<file path="src/rtl/ezr_pkg.sv">
`default_nettype none
// ----------------------------------------------------------------------------
// ezr_pkg
// Shared types, constants and tables of the Euler z-y-x rotation unit.
// ----------------------------------------------------------------------------
package ezr_pkg;

  localparam int ANGLE_WIDTH     = 16;
  localparam int CFG_INDEX_WIDTH = 2;
  localparam int CORDIC_FRAC     = 30;
  localparam int CORDIC_W        = 34;
  localparam int MUL_STEPS       = 14;
  localparam logic [CORDIC_W-1:0] CORDIC_GAIN = 34'd652032874;

  // Register indexes of the configuration port.
  localparam logic [CFG_INDEX_WIDTH-1:0] REG_ROLL  = 2'd0;
  localparam logic [CFG_INDEX_WIDTH-1:0] REG_PITCH = 2'd1;
  localparam logic [CFG_INDEX_WIDTH-1:0] REG_YAW   = 2'd2;

  // One configuration write as seen by the coefficient builder.
  typedef struct packed {
    logic                       valid;
    logic [CFG_INDEX_WIDTH-1:0] index;
    logic [ANGLE_WIDTH-1:0]     data;
  } cfg_wr_t;

  // Status of the coefficient builder.
  typedef struct packed {
    logic busy;
    logic stale;
  } build_status_t;

  typedef enum logic [2:0] {
    B_IDLE,
    B_CSTART,
    B_CWAIT,
    B_MUL,
    B_DRAIN,
    B_LOAD
  } build_state_t;

  // Operand sources of the shared coefficient multiplier.
  typedef enum logic [2:0] {
    OP_SF, OP_CF, OP_ST, OP_CT, OP_SP, OP_CP, OP_SFST, OP_CFST
  } op_src_t;

  // Arctangent of 2^-i in units of one turn, 32 fraction bits.
  function automatic logic [31:0] atan_turn(input logic [4:0] i);
    logic [31:0] r;
    case (i)
      5'd0:  r = 32'h20000000;
      5'd1:  r = 32'h12E4051E;
      5'd2:  r = 32'h09FB385B;
      5'd3:  r = 32'h051111D4;
      5'd4:  r = 32'h028B0D43;
      5'd5:  r = 32'h0145D7E1;
      5'd6:  r = 32'h00A2F61E;
      5'd7:  r = 32'h00517C55;
      5'd8:  r = 32'h0028BE53;
      5'd9:  r = 32'h00145F2F;
      5'd10: r = 32'h000A2F98;
      5'd11: r = 32'h000517CC;
      5'd12: r = 32'h00028BE6;
      5'd13: r = 32'h000145F3;
      5'd14: r = 32'h0000A2FA;
      5'd15: r = 32'h0000517D;
      5'd16: r = 32'h000028BE;
      5'd17: r = 32'h0000145F;
      5'd18: r = 32'h00000A30;
      5'd19: r = 32'h00000518;
      5'd20: r = 32'h0000028C;
      5'd21: r = 32'h00000146;
      5'd22: r = 32'h000000A3;
      5'd23: r = 32'h00000051;
      5'd24: r = 32'h00000029;
      5'd25: r = 32'h00000014;
      5'd26: r = 32'h0000000A;
      5'd27: r = 32'h00000005;
      5'd28: r = 32'h00000003;
      5'd29: r = 32'h00000001;
      5'd30: r = 32'h00000001;
      default: r = 32'h00000000;
    endcase
    return r;
  endfunction

  // First operand of each multiplier step of the matrix build.
  function automatic op_src_t mul_op_a(input logic [3:0] k);
    op_src_t r;
    case (k)
      4'd0:  r = OP_SF;
      4'd1:  r = OP_CF;
      4'd2:  r = OP_CT;
      4'd3:  r = OP_CT;
      4'd4:  r = OP_SFST;
      4'd5:  r = OP_CF;
      4'd6:  r = OP_SFST;
      4'd7:  r = OP_CF;
      4'd8:  r = OP_SF;
      4'd9:  r = OP_CFST;
      4'd10: r = OP_SF;
      4'd11: r = OP_CFST;
      4'd12: r = OP_SF;
      default: r = OP_CF;
    endcase
    return r;
  endfunction

  // Second operand of each multiplier step of the matrix build.
  function automatic op_src_t mul_op_b(input logic [3:0] k);
    op_src_t r;
    case (k)
      4'd0:  r = OP_ST;
      4'd1:  r = OP_ST;
      4'd2:  r = OP_CP;
      4'd3:  r = OP_SP;
      4'd4:  r = OP_CP;
      4'd5:  r = OP_SP;
      4'd6:  r = OP_SP;
      4'd7:  r = OP_CP;
      4'd8:  r = OP_CT;
      4'd9:  r = OP_CP;
      4'd10: r = OP_SP;
      4'd11: r = OP_SP;
      4'd12: r = OP_CP;
      default: r = OP_CT;
    endcase
    return r;
  endfunction

endpackage
`default_nettype wire

</file>
<file path="src/rtl/ezr_cordic.sv">
`default_nettype none
// ----------------------------------------------------------------------------
// ezr_cordic
// Iterative rotation-mode CORDIC: one micro-rotation per cycle, giving the
// sine and cosine of a 16-bit angle rounded to Q1.COEF_FRAC_BITS.
// ----------------------------------------------------------------------------
module ezr_cordic #(
  parameter int COEF_FRAC_BITS = 16,
  parameter int CORDIC_STEPS   = 16
) (
  input  wire logic                                 clk,
  input  wire logic                                 rst_n,
  input  wire logic                                 start,
  input  wire logic [ezr_pkg::ANGLE_WIDTH-1:0]      angle,
  output logic                                      done,
  output logic signed [COEF_FRAC_BITS+1:0]          sin_out,
  output logic signed [COEF_FRAC_BITS+1:0]          cos_out
);

  localparam int CW   = COEF_FRAC_BITS + 2;
  localparam int XW   = ezr_pkg::CORDIC_W;
  localparam int CNTW = (CORDIC_STEPS > 1) ? $clog2(CORDIC_STEPS) : 1;
  localparam int SH   = ezr_pkg::CORDIC_FRAC - COEF_FRAC_BITS;
  localparam logic signed [XW-1:0] HALF = XW'((64'd1 << SH) >> 1);
  localparam logic [CNTW-1:0] LAST = CNTW'(CORDIC_STEPS - 1);

  logic signed [XW-1:0] x_r, y_r, z_r, x_nxt, y_nxt, z_nxt;
  logic [CNTW-1:0]      cnt_r;
  logic                 run_r, done_r, flip_r;
  logic                 flip;
  logic signed [XW-1:0] atan_v, xs, ys, xf, yf;

  // Angles in the second or third quadrant are moved by half a turn.
  assign flip = angle[15] ^ angle[14];

  // One micro-rotation.
  always_comb begin
    atan_v = XW'(ezr_pkg::atan_turn(5'(cnt_r)));
    xs     = x_r >>> cnt_r;
    ys     = y_r >>> cnt_r;
    if (!z_r[XW-1]) begin
      x_nxt = x_r - ys;
      y_nxt = y_r + xs;
      z_nxt = z_r - atan_v;
    end else begin
      x_nxt = x_r + ys;
      y_nxt = y_r - xs;
      z_nxt = z_r + atan_v;
    end
  end

  always_ff @(posedge clk) begin
    if (!rst_n) begin
      run_r  <= 1'b0;
      done_r <= 1'b0;
      cnt_r  <= '0;
    end else begin
      done_r <= 1'b0;
      if (start) begin
        run_r <= 1'b1;
        cnt_r <= '0;
      end else if (run_r) begin
        cnt_r <= cnt_r + 1'b1;
        if (cnt_r == LAST) begin
          run_r  <= 1'b0;
          done_r <= 1'b1;
        end
      end
    end
  end

  // Rotation datapath.
  always_ff @(posedge clk) begin
    if (start) begin
      x_r    <= ezr_pkg::CORDIC_GAIN;
      y_r    <= '0;
      z_r    <= {{3{angle[15] ^ flip}}, angle[14:0], 16'b0};
      flip_r <= flip;
    end else if (run_r) begin
      x_r <= x_nxt;
      y_r <= y_nxt;
      z_r <= z_nxt;
    end
  end

  // Undo the half-turn move and round to the coefficient format.
  always_comb begin
    xf = flip_r ? -x_r : x_r;
    yf = flip_r ? -y_r : y_r;
    xf = (xf + HALF) >>> SH;
    yf = (yf + HALF) >>> SH;
  end

  assign cos_out = xf[CW-1:0];
  assign sin_out = yf[CW-1:0];
  assign done    = done_r;

endmodule
`default_nettype wire

</file>
<file path="src/rtl/ezr_coef.sv">
`default_nettype none
// ----------------------------------------------------------------------------
// ezr_coef
// Angle registers and the sequencer that rebuilds the nine direction cosine
// coefficients with the CORDIC and one shared multiplier.
// ----------------------------------------------------------------------------
module ezr_coef #(
  parameter int COEF_FRAC_BITS = 16,
  parameter int CORDIC_STEPS   = 16
) (
  input  wire logic                              clk,
  input  wire logic                              rst_n,
  input  wire ezr_pkg::cfg_wr_t                  cfg_wr,
  output ezr_pkg::build_status_t                 status,
  output logic signed [COEF_FRAC_BITS+1:0]       coef [9]
);

  localparam int CW = COEF_FRAC_BITS + 2;
  localparam int MW = CW + 2;
  localparam logic signed [2*MW-1:0] HALF = (2*MW)'(64'd1 << (COEF_FRAC_BITS - 1));
  localparam logic signed [CW:0] CMAX = (CW+1)'((64'd1 << (CW - 1)) - 1);
  localparam logic signed [CW:0] CMIN = -(CW+1)'(64'd1 << (CW - 1));

  ezr_pkg::build_state_t state_r, state_nxt;
  logic [ezr_pkg::ANGLE_WIDTH-1:0] angle_r [3];
  logic                            stale_r;
  logic [1:0]                      ai_r;
  logic [3:0]                      k_r, tag_r;
  logic                            pv_r;
  logic signed [CW-1:0]            sin_r [3];
  logic signed [CW-1:0]            cos_r [3];
  logic signed [MW-1:0]            p_r [ezr_pkg::MUL_STEPS];
  logic signed [2*MW-1:0]          prod_r, prod_rnd;
  logic signed [CW-1:0]            coef_r [9];
  logic signed [MW-1:0]            op_a, op_b;
  logic                            cordic_start, mul_en, load_en, cfg_hit;
  logic                            cordic_done;
  logic signed [CW-1:0]            cordic_sin, cordic_cos;

  ezr_cordic #(
    .COEF_FRAC_BITS(COEF_FRAC_BITS),
    .CORDIC_STEPS  (CORDIC_STEPS)
  ) u_cordic (
    .clk    (clk),
    .rst_n  (rst_n),
    .start  (cordic_start),
    .angle  (angle_r[ai_r]),
    .done   (cordic_done),
    .sin_out(cordic_sin),
    .cos_out(cordic_cos)
  );

  // Saturate a sum to the coefficient width.
  function automatic logic signed [CW-1:0] sat_coef(input logic signed [MW:0] v);
    logic signed [CW-1:0] r;
    if (v > MW'(CMAX))      r = CMAX[CW-1:0];
    else if (v < MW'(CMIN)) r = CMIN[CW-1:0];
    else                    r = v[CW-1:0];
    return r;
  endfunction

  function automatic logic signed [MW-1:0] pick(input ezr_pkg::op_src_t s,
      input logic signed [CW-1:0] sn [3], input logic signed [CW-1:0] cs [3],
      input logic signed [MW-1:0] sfst, input logic signed [MW-1:0] cfst);
    logic signed [MW-1:0] r;
    case (s)
      ezr_pkg::OP_SF:   r = MW'(sn[0]);
      ezr_pkg::OP_CF:   r = MW'(cs[0]);
      ezr_pkg::OP_ST:   r = MW'(sn[1]);
      ezr_pkg::OP_CT:   r = MW'(cs[1]);
      ezr_pkg::OP_SP:   r = MW'(sn[2]);
      ezr_pkg::OP_CP:   r = MW'(cs[2]);
      ezr_pkg::OP_SFST: r = sfst;
      default:          r = cfst;
    endcase
    return r;
  endfunction

  // Angle registers; a write to a known register marks the matrix stale.
  always_comb begin
    cfg_hit = cfg_wr.valid && (cfg_wr.index == ezr_pkg::REG_ROLL ||
              cfg_wr.index == ezr_pkg::REG_PITCH || cfg_wr.index == ezr_pkg::REG_YAW);
  end

  always_ff @(posedge clk) begin
    if (!rst_n) begin
      for (int i = 0; i < 3; i++) angle_r[i] <= '0;
      stale_r <= 1'b0;
    end else begin
      if (cfg_wr.valid) begin
        unique case (cfg_wr.index)
          ezr_pkg::REG_ROLL:  angle_r[0] <= cfg_wr.data;
          ezr_pkg::REG_PITCH: angle_r[1] <= cfg_wr.data;
          ezr_pkg::REG_YAW:   angle_r[2] <= cfg_wr.data;
          default: ;
        endcase
      end
      if (cfg_hit)
        stale_r <= 1'b1;
      else if (state_r == ezr_pkg::B_IDLE)
        stale_r <= 1'b0;
    end
  end

  // Next state of the build sequencer.
  always_comb begin
    state_nxt = state_r;
    unique case (state_r)
      ezr_pkg::B_IDLE:   if (stale_r) state_nxt = ezr_pkg::B_CSTART;
      ezr_pkg::B_CSTART: state_nxt = ezr_pkg::B_CWAIT;
      ezr_pkg::B_CWAIT: begin
        if (cordic_done) state_nxt = (ai_r == 2'd2) ? ezr_pkg::B_MUL : ezr_pkg::B_CSTART;
      end
      ezr_pkg::B_MUL: begin
        if (k_r == 4'(ezr_pkg::MUL_STEPS - 1)) state_nxt = ezr_pkg::B_DRAIN;
      end
      ezr_pkg::B_DRAIN:  state_nxt = ezr_pkg::B_LOAD;
      ezr_pkg::B_LOAD:   state_nxt = ezr_pkg::B_IDLE;
      default:           state_nxt = ezr_pkg::B_IDLE;
    endcase
  end

  // Sequencer outputs.
  always_comb begin
    cordic_start = (state_r == ezr_pkg::B_CSTART);
    mul_en       = (state_r == ezr_pkg::B_MUL);
    load_en      = (state_r == ezr_pkg::B_LOAD);
    status.busy  = (state_r != ezr_pkg::B_IDLE) || stale_r;
    status.stale = stale_r;
  end

  always_ff @(posedge clk) begin
    if (!rst_n) begin
      state_r <= ezr_pkg::B_IDLE;
      ai_r    <= '0;
      k_r     <= '0;
      pv_r    <= 1'b0;
    end else begin
      state_r <= state_nxt;
      pv_r    <= mul_en;
      if (state_r == ezr_pkg::B_IDLE) ai_r <= '0;
      else if (state_r == ezr_pkg::B_CWAIT && cordic_done) ai_r <= ai_r + 1'b1;
      if (mul_en) k_r <= k_r + 1'b1;
      else        k_r <= '0;
    end
  end

  // Capture sine and cosine of each angle.
  always_ff @(posedge clk) begin
    if (state_r == ezr_pkg::B_CWAIT && cordic_done) begin
      sin_r[ai_r] <= cordic_sin;
      cos_r[ai_r] <= cordic_cos;
    end
  end

  // Shared multiplier: product registered, then rounded into the scratch set.
  always_comb begin
    op_a     = pick(ezr_pkg::mul_op_a(k_r), sin_r, cos_r, p_r[0], p_r[1]);
    op_b     = pick(ezr_pkg::mul_op_b(k_r), sin_r, cos_r, p_r[0], p_r[1]);
    prod_rnd = (prod_r + HALF) >>> COEF_FRAC_BITS;
  end

  always_ff @(posedge clk) begin
    if (mul_en) begin
      prod_r <= op_a * op_b;
      tag_r  <= k_r;
    end
    if (pv_r) p_r[tag_r] <= prod_rnd[MW-1:0];
  end

  // Coefficient registers, identity after reset.
  always_ff @(posedge clk) begin
    if (!rst_n) begin
      for (int i = 0; i < 9; i++)
        coef_r[i] <= (i % 4 == 0) ? CW'(64'd1 << COEF_FRAC_BITS) : '0;
    end else if (load_en) begin
      coef_r[0] <= sat_coef((MW+1)'(p_r[2]));
      coef_r[1] <= sat_coef((MW+1)'(p_r[3]));
      coef_r[2] <= sat_coef(-(MW+1)'(sin_r[1]));
      coef_r[3] <= sat_coef((MW+1)'(p_r[4]) - (MW+1)'(p_r[5]));
      coef_r[4] <= sat_coef((MW+1)'(p_r[6]) + (MW+1)'(p_r[7]));
      coef_r[5] <= sat_coef((MW+1)'(p_r[8]));
      coef_r[6] <= sat_coef((MW+1)'(p_r[9]) + (MW+1)'(p_r[10]));
      coef_r[7] <= sat_coef((MW+1)'(p_r[11]) - (MW+1)'(p_r[12]));
      coef_r[8] <= sat_coef((MW+1)'(p_r[13]));
    end
  end

  assign coef = coef_r;

endmodule
`default_nettype wire

</file>
<file path="config.mk">
export PLATFORM = sky130hd
export DESIGN_NAME = ezr_coef
export DESIGN_NICKNAME = d
export VERILOG_FILES = /design/src/rtl/ezr_pkg.sv /design/src/rtl/ezr_cordic.sv /design/src/rtl/ezr_coef.sv
export SDC_FILE = /design/constraint.sdc
export NUM_CORES = 2
export LEC_CHECK = 0
export ABC_AREA = 1
export BUFFER_PORTS_ARGS = -buffer_cell sky130_fd_sc_hd__buf_2
export CAP_MARGIN = 20
export CORE_MARGIN = 2
export CORE_UTILIZATION = 35
export DETAILED_ROUTE_END_ITERATION = 6
export PLACE_DENSITY = 0.57
export SYNTH_ARGS = -nofsm -noshare
export SYNTH_HDL_FRONTEND = slang
export SYNTH_SLANG_ARGS = --single-unit
</file>
<file path="constraint.sdc">
create_clock -name clk -period 11.4 [get_ports clk]
set_clock_uncertainty 0.1 [all_clocks]
set_input_delay 1.14 -clock clk [delete_from_list [all_inputs] [get_ports clk]]
set_output_delay 1.14 -clock clk [all_outputs]
set_load 0.03 [all_outputs]
</file>
======== Word-level counts from Yosys, hierarchy flattened ========
Memory sizes are Yosys's and may differ from the RTL's. A register that Yosys moved wholly into a read port is not among the register bits.
Cells that the tools add are included.
operators by class
  reductions and logical operators ........ 18
  multipliers ............................. 1
  equal/unequal tests ..................... 25
  order comparisons ....................... 20
  multiplexer cells ....................... 66
  $add $sub $neg .......................... 19
  div/mod/pow operators ................... 0
  bitwise operators ....................... 8
  shift operators ......................... 2
operators by type and width
  kind                                                                               count
  18-bit 2-to-1 mux                                                                  19
  20-bit case mux with 7 select lines                                                2
  34-bit 2-to-1 mux                                                                  5
  54-bit bitwise mux                                                                 2
  21-bit by 18-bit greater-than comparator with 1-bit output, second input constant  5
  21-bit by 18-bit less-than comparator with 1-bit output, second input constant     5
  20-bit by 18-bit greater-than comparator with 1-bit output, second input constant  4
  20-bit by 18-bit less-than comparator with 1-bit output, second input constant     4
  34-bit adder                                                                       2
  34-bit by 4-bit >>> shifter with 34-bit output                                     2
  34-bit subtractor                                                                  2
  32-bit by 15-bit adder with 32-bit output, second input constant                   2
  32-bit 2-to-1 mux                                                                  2
  32-bit negation                                                                    2
  16-bit 2-to-1 mux                                                                  3
  20-bit by 20-bit adder with 21-bit output                                          2
  20-bit by 20-bit subtractor with 21-bit output                                     2
  36-bit by 17-bit adder with 36-bit output, second input constant                   1
  18-bit demux with 2-bit select                                                     1
  20-bit by 20-bit multiplier with 36-bit output                                     1
  34-bit by 33-bit adder with 34-bit output                                          1
  34-bit by 33-bit subtractor with 34-bit output                                     1
  3-bit == test, second input constant                                               8
  1-bit 2-to-1 mux                                                                   21
  other kinds (30)                                                                   60
word-level totals
  output and inout bits ................... 164
  RAM bits ................................ 328
  latch bits .............................. 0
  logic and storage cells ................. 194
  memories kept ........................... 5
  bits in registers ....................... 430
  input bits .............................. 21
  bits in read-only memories .............. 576
memories
  memory            depth  width  rd ports  clocked after Yosys merged registers in  write ports  RTL line        RTL
  (name not given)  16     30     1         1                                        0            ezr_pkg.sv:50   case (i)
  p_r               14     20     14        0                                        1            ezr_coef.sv:32  logic signed [MW-1:0] p_r [ezr_pkg::MUL_STEPS];
  (name not given)  16     3      1         1                                        0            ezr_pkg.sv:90   case (k)
  (name not given)  16     3      1         1                                        0            ezr_pkg.sv:112  case (k)
  angle_r           3      16     1         1                                        3            ezr_coef.sv:25  logic [ezr_pkg::ANGLE_WIDTH-1:0] angle_r [3];

======== Longest topological paths before layout ========
  depth in word-level cells ............... 6
  depth in mapped cells ................... 37
  depth with buffers taken out ............ 35

======== Cells and area by module ========
Synthesis repeated with hierarchy kept, for this count alone.
unflattened totals
  cell total of the unflattened synthesis .. 7595
  area, all modules ....................... 61022.3 um2
modules (own cells, without submodules)
  module      area each (um2)  cells an instance  times used
  ezr_coef    43320.3          4622               1
  ezr_cordic  17702.0          2973               1

======== Worst setup path before layout ========
No wires, ideal clock.
  kind .................................... reg-to-reg
  start point ............................. reg with a tool-made name
  end point ............................... reg prod_r[35], data pin
  path buffers ............................ 3
  clock period less this slack ............ 7546 ps
  stages on the path, launching flop included .. 30
  setup slack ............................. 3854 ps
  arrival time ............................ 7192 ps
  setup time .............................. 254 ps
  cell sequence ........................... dfxtp_1 nand3_1 buf_2 clkbuf_1 o21ai_0 a221oi_1 a22oi_1 inv_1 clkbuf_1 nor2_1 fa_1 fa_1 fa_1 inv_1 fa_1 inv_1 fa_1 inv_1 fa_1 fa_1 inv_1 ha_1 nand2_1 inv_1 nand3_1 nor2_1 a2111oi_0 nand2_1 nand2_1 nand2_1
RTL lines
  item                  RTL line         RTL
  end signal, assigned  ezr_coef.sv:165  prod_r <= op_a * op_b;
  end, declared         ezr_coef.sv:33   logic signed [2*MW-1:0] prod_r, prod_rnd;

==> summary.json <==
{
  "cp_slowest_cell": {"value": "sky130_fd_sc_hd__a2111oi_0"},
  "final.fill_count": {"value": 17300},
  "hpwlAfterDp": {"value": 148000, "unit": "um"},
  "finalCritPeriodShare": {"value": 0.809},
  "post-synth-top-area-cell": {"value": "sky130_fd_sc_hd__edfxtp_1"},
  "synthArstFlopShare": {"value": 0},
  "clkSinkCount": {"value": 781},
  "post-synth-top-area-fraction": {"value": 0.241},
  "final_net_count": {"value": 8302},
  "cap_violations": {"value": 0},
  "core_outline_area": {"value": 0.169, "unit": "mm2"},
  "synth.ff_latch_count": {"value": 781},
  "report.final.slew_viol_count": {"value": 0},
  "tightest_slew": {"value": 1.03, "unit": "ns"},
  "multi_input_area": {"value": 0.0342, "unit": "mm2"},
  "cts_resized": {"value": 0},
  "path_max_fanout": {"value": 18},
  "highest_clock_frequency_the_design_can_meet": {"value": 108, "unit": "MHz"},
  "worst-r2r-setup-slack": {"value": 2.18, "unit": "ns"},
  "power-per-cell-area": {"value": 341, "unit": "mW/mm2"},
  "clk_root_buffer_cell": {"value": "sky130_fd_sc_hd__clkbuf_16"},
  "clk_pin_slew": {"value": 0.06, "unit": "ns"},
  "post_route_cells_drive_above_1_share": {"value": 0.0729},
  "setup.worst_path.end_class": {"value": "register"},
  "peak_per_stage_delay_on_the_critical_path": {"value": 0.60, "unit": "ns"},
  "timing.critical_path.mode_cell": {"value": "sky130_fd_sc_hd__inv_1"},
  "ff2ff_path_depth": {"value": 31},
  "fin_cells": {"value": 9884},
  "drtIter0Drc": {"value": 4200},
  "first_global_vias": {"value": 50200},
  "synthFlopType": {"value": "sky130_fd_sc_hd__edfxtp_1"},
  "die-area": {"value": 0.174, "unit": "mm2"},
  "post_synth_num_cell_types": {"value": 63},
  "mappedNetlistArea": {"value": 0.0597, "unit": "mm2"},
  "io_pins": {"value": 185},
  "outcome": {"value": "finished clean"},
  "leakagePower": {"value": 30.3, "unit": "nW"},
  "synthTopCellsByArea": {"value": "sky130_fd_sc_hd__edfxtp_1 (24%), sky130_fd_sc_hd__fa_1 (13%), sky130_fd_sc_hd__dfxtp_1 (10%)"},
  "synth.avg_cell_area": {"value": 8.02, "unit": "um2"},
  "register_area": {"value": 0.0204, "unit": "mm2"},
  "start_util": {"value": 0.352},
  "critPathArrivalTime": {"value": 9.65, "unit": "ns"},
  "synth_edf_count": {"value": 480},
  "detail-route-antenna-nets": {"value": 0},
  "first_pass_iters": {"value": 7},
  "cp_data_required_time": {"value": 11.83, "unit": "ns"},
  "unrepaired_setup_endpoints_after_global_routing": {"value": "no"},
  "critPathLaunchType": {"value": "register"},
  "post-cts-setup-buffer-count": {"value": 0},
  "hold_path.class": {"value": "reg2reg"},
  "final_core_util": {"value": 0.394},
  "hold_viol_final": {"value": 0},
  "cts_hold_buffers": {"value": 0},
  "final.setup.worst_slack": {"value": 2.18, "unit": "ns"},
  "routedWlPerCell": {"value": 19.5, "unit": "um"},
  "placement.io_buffers": {"value": 184},
  "std_cell_rows": {"value": 151},
  "most_common_cell_after_layout_fill_and_taps_aside": {"value": "sky130_fd_sc_hd__nand2_1"},
  "setup_violations": {"value": 0},
  "maxSlewHeadroom": {"value": 0.316},
  "yosysSeqAreaShare": {"value": 0.342},
  "pnr_total_power": {"value": 22.8, "unit": "mW"},
  "antenna_violations_before_repair": {"value": 10},
  "mostFrequentLayoutCells": {"value": "sky130_fd_sc_hd__nand2_1 (1,492), sky130_fd_sc_hd__inv_1 (1,154), sky130_fd_sc_hd__nor2_1 (680)"},
  "timing.critical_path.max_delay_family": {"value": "adder cells"},
  "skew_pair_late_insertion_delay": {"value": 0.72, "unit": "ns"},
  "largest_net_degree_at_the_start_of_global_routing": {"value": 97},
  "area_growth_syn_to_layout": {"value": 11.7, "unit": "%"},
  "tritoncts": {"value": "done"},
  "critical_path_cell_count": {"value": 31},
  "synth_warnings": {"value": 0},
  "clock_tree.buffer_depth": {"value": 3},
  "grt_first_pass_wirelength": {"value": 297000, "unit": "um"},
  "stdcell_area": {"value": 0.0667, "unit": "mm2"},
  "accumulated_negative_setup_slack": {"value": 0, "unit": "ns"},
  "worst_hold_slack": {"value": 0.358, "unit": "ns"},
  "floorplan_die_width": {"value": 417, "unit": "um"},
  "worstPathBufferInverterCount": {"value": 10},
  "inserted_clock_buffers": {"value": 87},
  "final_global_route_overflow_total": {"value": 0},
  "postSynthCellCount": {"value": 7442},
  "chipHeight": {"value": 417, "unit": "um"},
  "critPathKind": {"value": "reg2reg"},
  "route.final.wire_length": {"value": 193000, "unit": "um"},
  "placed_instances": {"value": 9714},
  "timing.final.crit_period": {"value": 9.22, "unit": "ns"},
  "placed_inst_area": {"value": 0.0635, "unit": "mm2"},
  "cts_htree_levels": {"value": 3},
  "vias_per_cell": {"value": 5.21},
  "drt_drc_violations_left": {"value": 0},
  "hold_path_depth": {"value": 2},
  "gr-usage-all-layers": {"value": 0.219},
  "num_vias": {"value": 51500},
  "global_placement_routability_congestion": {"value": 0.968},
  "vdd_ir_drop_max": {"value": 0.000445, "unit": "V"},
  "placement.setup.worst_slack": {"value": 2.25, "unit": "ns"},
  "syn_nets": {"value": 8154}
}
[layer usage]
metal	vias to the layer above	part of all wire	GRT usage
met2	1664	0.47	0.369
met3	325	0.062	0.0321
met4	2	0.034	0.0675
met5	-	0.000057	0
met1	24800	0.43	0.289
li1	24700	-	-
[cells in the mapped netlist (67+ instances only)]
cell type,instances
sky130_fd_sc_hd__xor2_1,216
sky130_fd_sc_hd__edfxtp_1,480
sky130_fd_sc_hd__a21oi_1,510
sky130_fd_sc_hd__nand3_1,523
sky130_fd_sc_hd__nand2_1,1494
sky130_fd_sc_hd__fa_1,389
sky130_fd_sc_hd__ha_1,302
sky130_fd_sc_hd__dfxtp_1,301
sky130_fd_sc_hd__o21ai_0,464
sky130_fd_sc_hd__clkbuf_1,134
sky130_fd_sc_hd__xnor2_1,78
sky130_fd_sc_hd__nor3_1,67
sky130_fd_sc_hd__nor2_1,686
sky130_fd_sc_hd__inv_1,1157
sky130_fd_sc_hd__o22ai_1,81
[cell families (layout without fill, tap and decap cells)]
kind of cell | Yosys count | in the layout | share of synthesized area
compound gates | 1317 | 1317 | 0.123
xor+xnor | 296 | 296 | 0.0437
other cells | 0 | 1 | 0
simple gates | 2946 | 2946 | 0.206
flops | 781 | 781 | 0.342
fa+ha+maj | 691 | 691 | 0.194
buf+inv | 1411 | 1634 | 0.0909
[flip-flops by register name, summed over array words and instances (netlist names), 4 cells and up, named ones only]
register,count
p_r,280
coef,162
cos_r,54
sin_r,54
angle_r,48
u_cordic.x_r,34
u_cordic.y_r,34
u_cordic.z_r,34
u_cordic.atan_v,30
prod_r,21
k_r,4
tag_r,4
u_cordic.cnt_r,4
[worst min-delay path, stage by stage, from the launching register on]
cell                      delay [ns]
sky130_fd_sc_hd__dfxtp_1        0.31
sky130_fd_sc_hd__nand2_1        0.06
sky130_fd_sc_hd__nand2_1        0.04
[cell type report]
| type | count | share of cell area |
|---|---|---|
| multi-input cells | 5250 | 0.513 |
| flip-flops and latches | 781 | 0.307 |
| inverters | 1193 | 0.0672 |
| well taps | 2218 | 0.0416 |
| clock buffers | 118 | 0.0370 |
| repair buffers | 277 | 0.0252 |
| clock inverters | 46 | 0.00966 |
| diodes | 1 | 0.0000375 |
[where the power goes]
| group | leakage (nW) | switching [mW] | internal, mW |
|---|---|---|---|
| combinational | 21.9 | 10.3 | 5.23 |
| sequential | 6.82 | 0.319 | 3.88 |
| clock | 1.52 | 1.27 | 1.77 |
[final timing paths]
path / from / endpoint
setup / recovery: register / prod_r[19]$_DFFE_PP_
hold / removal: u_cordic.z_r[13]$_SDFFE_PP0P_ / u_cordic.z_r[13]$_SDFFE_PP0P_
setup reg to reg: register / prod_r[19]$_DFFE_PP_
hold reg to reg: u_cordic.z_r[13]$_SDFFE_PP0P_ / u_cordic.z_r[13]$_SDFFE_PP0P_
Power figures use the tool's default switching activity.
